===== config.mk =====
export PLATFORM = sky130hd
export DESIGN_NAME = qrwlt_ctrl
export DESIGN_NICKNAME = d
export VERILOG_FILES = /design/src/sv/qrwlt_pkg.sv /design/src/sv/qrwlt_ctrl.sv
export SDC_FILE = /design/constraint.sdc
export NUM_CORES = 1
export LEC_CHECK = 0
export BUFFER_PORTS_ARGS = -buffer_cell sky130_fd_sc_hd__clkbuf_2
export CORE_UTILIZATION = 40
export CTS_CLUSTER_SIZE = 16
export DETAILED_ROUTE_END_ITERATION = 12
export HOLD_SLACK_MARGIN = 0.1
export PLACE_DENSITY = 0.8
export SYNTH_ARGS = -nofsm -noshare
export SYNTH_HDL_FRONTEND = slang
export SYNTH_SLANG_ARGS = --single-unit

===== constraint.sdc =====
create_clock -name clk -period 2 [get_ports clk]
set_clock_uncertainty 0.15 [all_clocks]
set_input_delay 0.4 -clock clk [delete_from_list [all_inputs] [get_ports clk]]
set_output_delay 0.4 -clock clk [all_outputs]
set_load 0.01 [all_outputs]

===== src/sv/qrwlt_pkg.sv =====
// ----------------------------------------------------------------------------
// qrwlt_pkg
// Shared types and codes for the queued reader/writer lock table.
// ----------------------------------------------------------------------------
package qrwlt_pkg;

    localparam logic [1:0] OP_ACQUIRE = 2'd0;
    localparam logic [1:0] OP_RELEASE = 2'd1;
    localparam logic [1:0] OP_ABORT   = 2'd2;

    localparam logic [1:0] STAT_OK      = 2'd0;
    localparam logic [1:0] STAT_FULL    = 2'd1;
    localparam logic [1:0] STAT_MISSING = 2'd2;

    localparam logic KIND_STATUS = 1'b0;
    localparam logic KIND_GRANT  = 1'b1;

    localparam int         CNT_W     = 7;
    localparam logic [6:0] COUNT_MAX = 7'd127;

    typedef enum logic [4:0] {
        S_CLEAR,
        S_IDLE,
        S_LOOKUP,
        S_DECODE,
        S_ROUTE,
        S_PREV_RD,
        S_PREV_CHK,
        S_ACQ_WR,
        S_ACQ_FULL,
        S_SCAN_RD,
        S_SCAN_CHK,
        S_NOT_FOUND,
        S_SHIFT_RD,
        S_SHIFT_CHK,
        S_GRANT_CNT,
        S_LEN_WR,
        S_STAT_RD,
        S_STAT_CHK,
        S_EMIT_STAT,
        S_EMIT_GRANT
    } state_t;

    typedef struct packed {
        logic capture;
        logic clear;
        logic latch_len;
        logic prev_chk;
        logic prev_rd;
        logic acq_wr;
        logic acq_full;
        logic scan_rd;
        logic scan_chk;
        logic not_found;
        logic shift_rd;
        logic shift_chk;
        logic grant_cnt;
        logic len_wr;
        logic stat_chk;
        logic emit_stat;
        logic emit_grant;
    } dp_cmd_t;

    typedef struct packed {
        logic clear_done;
        logic is_acq;
        logic is_rel;
        logic full;
        logic take_prev;
        logic scan_end;
        logic scan_hit;
        logic shift_end;
        logic grant_real;
        logic no_grants;
        logic last_grant;
    } dp_stat_t;

endpackage


===== src/sv/qrwlt_ctrl.sv =====
// ----------------------------------------------------------------------------
// qrwlt_ctrl
// Sequencer for the lock table: steps each request through lookup, queue
// scan and shift, hand-over grants and result transfers.
// ----------------------------------------------------------------------------
module qrwlt_ctrl (
    input  logic               clk,
    input  logic               rst_n,
    input  logic               start,
    input  qrwlt_pkg::dp_stat_t stat,
    output qrwlt_pkg::dp_cmd_t  cmd,
    output logic               busy
);
    import qrwlt_pkg::*;

    state_t state_reg;
    state_t state_next;

    always_ff @(posedge clk or negedge rst_n)
    begin
        if (!rst_n)
        begin
            state_reg <= S_CLEAR;
        end
        else
        begin
            state_reg <= state_next;
        end
    end

    always_comb
    begin
        state_next = state_reg;
        case (state_reg)
            S_CLEAR:      if (stat.clear_done) state_next = S_IDLE;
            S_IDLE:       if (start) state_next = S_LOOKUP;
            S_LOOKUP:     state_next = S_DECODE;
            S_DECODE:     state_next = S_ROUTE;
            S_ROUTE:
            begin
                if (stat.is_acq)
                begin
                    if (stat.full)
                        state_next = S_ACQ_FULL;
                    else if (stat.take_prev)
                        state_next = S_PREV_RD;
                    else
                        state_next = S_ACQ_WR;
                end
                else if (stat.is_rel)
                    state_next = S_SCAN_RD;
                else
                    state_next = S_IDLE;
            end
            S_PREV_RD:    state_next = S_PREV_CHK;
            S_PREV_CHK:   state_next = S_ACQ_WR;
            S_ACQ_WR:     state_next = S_EMIT_STAT;
            S_ACQ_FULL:   state_next = S_EMIT_STAT;
            S_SCAN_RD:    state_next = stat.scan_end ? S_NOT_FOUND : S_SCAN_CHK;
            S_SCAN_CHK:   state_next = stat.scan_hit ? S_SHIFT_RD : S_SCAN_RD;
            S_NOT_FOUND:  state_next = S_EMIT_STAT;
            S_SHIFT_RD:   state_next = stat.shift_end ? S_LEN_WR : S_SHIFT_CHK;
            S_SHIFT_CHK:  state_next = stat.grant_real ? S_GRANT_CNT : S_SHIFT_RD;
            S_GRANT_CNT:  state_next = S_SHIFT_RD;
            S_LEN_WR:     state_next = S_STAT_RD;
            S_STAT_RD:    state_next = S_STAT_CHK;
            S_STAT_CHK:   state_next = S_EMIT_STAT;
            S_EMIT_STAT:  state_next = stat.no_grants ? S_IDLE : S_EMIT_GRANT;
            S_EMIT_GRANT: if (stat.last_grant) state_next = S_IDLE;
            default:      state_next = S_IDLE;
        endcase
    end

    always_comb
    begin
        cmd  = '0;
        busy = 1'b1;
        case (state_reg)
            S_CLEAR:      cmd.clear      = 1'b1;
            S_IDLE:
            begin
                busy        = 1'b0;
                cmd.capture = start;
            end
            S_LOOKUP:     ;
            S_DECODE:     cmd.latch_len  = 1'b1;
            S_ROUTE:      ;
            S_PREV_RD:    cmd.prev_rd    = 1'b1;
            S_PREV_CHK:   cmd.prev_chk   = 1'b1;
            S_ACQ_WR:     cmd.acq_wr     = 1'b1;
            S_ACQ_FULL:   cmd.acq_full   = 1'b1;
            S_SCAN_RD:    cmd.scan_rd    = 1'b1;
            S_SCAN_CHK:   cmd.scan_chk   = 1'b1;
            S_NOT_FOUND:  cmd.not_found  = 1'b1;
            S_SHIFT_RD:   cmd.shift_rd   = 1'b1;
            S_SHIFT_CHK:  cmd.shift_chk  = 1'b1;
            S_GRANT_CNT:  cmd.grant_cnt  = 1'b1;
            S_LEN_WR:     cmd.len_wr     = 1'b1;
            S_STAT_RD:    ;
            S_STAT_CHK:   cmd.stat_chk   = 1'b1;
            S_EMIT_STAT:  cmd.emit_stat  = 1'b1;
            S_EMIT_GRANT: cmd.emit_grant = 1'b1;
            default:      ;
        endcase
    end

endmodule


# Word level (Yosys, flattened, before mapping)
# Index checks and enable logic that the tools add are counted.
# op_classes
addsub,0
multipliers,0
n_div,0
order_cmp,0
eq_ne,22
shifts,0
mux,31
bitwise_logic,0
n_reduce_logical,3
# ops
operator,count
$pmux W5 S17,1
$eq A5 B4 Y1 const B,8
$mux W5,5
$eq A5 B3 Y1 const B,4
$eq A5 B5 Y1 const B,4
$mux W1,19
$eq A5 B2 Y1 const B,2
$mux W4,2
$mux W2,3
$ne A2 B2 Y1 const B,3
$eq A5 B1 Y1 const B,1
$logic_not A5 Y1,1
$reduce_or A4 Y1,1
$mux W3,1
$reduce_and A3 Y1,1
# totals
regBits,5
latch_bits,0
mem_bits_rw,0
rom_bits,0
inputBits,14
output_inout_bits,18
word_cells,57
memories,0

# Depth between registers and ports, before layout
# logic_depth
depth_word,4
mapped_depth,6
mapped_depth_nobuf,5

# Least setup slack after synthesis
# Ideal clock, no wire load.
# synth_path
path_type,reg-to-output
startpoint,register state_reg[4]
endpoint,output port cmd[15] in the netlist's numbering
t_arrival_ps,1162
required_time_ps,1450
slack_ps,288
stages_incl_launch_ff,4
n_path_buf,1
path_cell_list,dfrtp_1 -> buf_2 -> or3_1 -> nor3_2
# synth_rtl
item,line_no,rtl
from (decl),qrwlt_ctrl.sv:16,state_t state_reg;
from (signal assigned),qrwlt_ctrl.sv:27,state_reg <= state_next;
to (decl),qrwlt_ctrl.sv:11,"output qrwlt_pkg::dp_cmd_t cmd,"

==> out/results.tsv <==
metric	value	unit
outcome	finished, final reports clean	
endpoint_kind	output pin	
placed_cell_area	815	sq um
drv_cap	0	
p_leak	0.447	nW
ir_drop	0.810	mV
crit_type	reg2out	
yosys_register_bits	5	
synthToLayoutAreaGrowth	45.9	%
ant_nets	0	
clk_latency	0.24	ns
via_per_inst	5.86	
hold_path_depth	3	
place_ws	0.243	ns
hold_viol_final	0	
grt_pass1_vias	683	
r2r-end	state_reg[0]	
finalWorstSetupSlack	0.0578	ns
cts_buffer_depth	2	
max_freq	515	MHz
synth_cells	92	
worst_pin_slew	0.280	ns
dr.first_iter.drc_count	22	
die-area	1740	sq um
synthesis.nets	106	
hp-class	in2reg	
antenna_found_initial	0	
cellPowerDensity	1540	nW/um^2
drc	0	
clockRootBuffer	clkbuf_4	
relSlewSlack	81.2	%
cts_tree	done	
drt_wl_total	1960	microns
overflow	0	
fin_area	922	sq um
period_share	97.1	%
hold_ws	0.234	ns
dp_hpwl	1430	microns
num_io_pins	32	
firstDrtPassIters	4	
netlist_area	632	sq um
portBuffers	31	
antenna_cells	0	
r2r_cells	6	
clk_pin_slew	0.04	ns
die_h	41.7	microns
numCtsBuffers	3	
ys_seq_area_share	19.8	%
worstSetupStartpointType	register	
synthArstFlopShare	100	%
fill_cells	115	
grt_pass1_wl	2820	microns
crit_path_start	state_reg[3]	
die_w	41.7	microns
rows	13	
wl_per_cell	13.4	microns
final_util	66.7	%
cts_sinks	5	
regToRegStartpoint	state_reg[3]	
cpMaxStageDelayCell	dfrtp_2	
min_to	state_reg[0]	
gp_congestion	0.835	
path_max_fanout	6	
grt_max_degree	13	
yosys_most_used_dff	dfrtp_1	
fp.coreArea	1380	sq um
fin_nets	146	
yosys_warnings	0	
layout-drive-gt1-share	42.0	%
rsz0062_at_grt	true	
track_usage	20.2	%
vias	856	
htree_num_levels	1	
initial_core_util	45.7	%
synth_cell_types	33	
hp-start	stat[10]	
crit_required	1.45	ns
crit_chain	or3_4, nor3_4, buf_2	
reg2reg_setup_slack	0.26	ns
synth_edf_count	0	
slowest_delay	0.45	ns
syn_avg_cell_area	6.87	sq um
slew_violations	0	
setup_viol	0	
worst_ep_arrival_time	1.39	ns
largest_reg_flops	5	
period_minus_slack	1.94	ns
==> cell usage after synthesis (3+ instances only) <==
cell	number	area share, %
o21ai_0	4	3.2
nor3_1	4	3.2
nor2_1	13	7.7
buf_2	5	4.0
a31oi_1	3	3.0
dfrtp_1	5	20
nand3b_1	3	3.6
nand2b_1	6	5.9
nand2_1	11	6.5
a21oi_1	7	5.5
==> worst max-delay path, delay by kind of cell, from the launching register on <==
| kind | cells | cell delay, ns |
|---|---|---|
| DFF | 1 | 0.45 |
| buffers and inverters | 1 | 0.15 |
| and+or+nand+nor | 2 | 0.55 |
==> placed cells by master, fill, tap and decap left out, drive strengths merged, types with 3 or more instances in the layout <==
| cell | count |
|---|---|
| clkbuf | 34 |
| nor2 | 13 |
| nand2 | 11 |
| buf | 9 |
| a21oi | 7 |
| nand2b | 6 |
| nor3 | 6 |
| dfrtp | 5 |
| o21ai | 4 |
| nand3b | 3 |
| a31oi | 3 |
| inv | 3 |
==> through the flow <==
stage / instances / power, mW / setup TNS, ns
after floorplan: 92 / 0.904 / 0
after global placement: 138 / 1.14 / 0
after detailed placement: 138 / 1.15 / 0
after CTS: 143 / 1.31 / 0
after global routing: 146 / 1.53 / -0.0120
final: 146 / 1.42 / 0
==> worst max path at each step <==
| stage | end | slack (ns) | cells past startpoint |
|---|---|---|---|
| 6_report | cmd[15] | 0.06 | 3 |
| 5_1_grt | cmd[15] | -0.01 | 3 |
| 4_1_cts | cmd[15] | 0.01 | 3 |
| 3_5_place_dp | cmd[15] | 0.24 | 3 |
| 3_3_place_gp | cmd[8] | 0.25 | 4 |
| 2_1_floorplan | cmd[15] | 0.29 | 3 |
==> layer usage <==
layer  GRT usage [%]  up-vias  part of all wire [%]
met1            28.4      392                    41
met5               0        -                     0
li1                -      413                     -
met3           0.870        2                   9.1
met4            9.03        0                  0.51
met2            31.9       49                    49
==> area by class of cell <==
cell class | count | area [sq um] | area share (%)
sequential | 5 | 130 | 14.1
inverter | 3 | 13.8 | 1.49
tap | 15 | 18.8 | 2.04
clock buffer | 4 | 26.3 | 2.85
multi-input combinational | 78 | 495 | 53.7
timing repair buffer | 41 | 238 | 25.8
==> kinds of logic (layout without fill, tap and decap cells) <==
kind of cell,count (synthesis),in the layout,synth area share [%]
buffers and inverters,9,48,7.52
DFF,5,5,19.8
AOI/OAI and AO/OA,25,25,27.1
and+or+nand+nor,53,53,45.5
==> where the power goes <==
group	total, mW	switching, mW	internal, mW
sequential	0.249	0.0911	0.158
combinational	1.06	0.587	0.469
clock	0.114	0.0383	0.0752
total	1.42	0.717	0.702
==> timing repair <==
action / in CTS / in global routing
gates cloned: 0 / 0
resized for setup: 4 / 8
pin swaps: 0 / 0
hold buffers: 1 / 0
buffers inserted: 0 / 3
setup endpoints to repair: 3 / 7
hold endpoints to repair: 5 / 0
(Power assumes the default switching activity.)
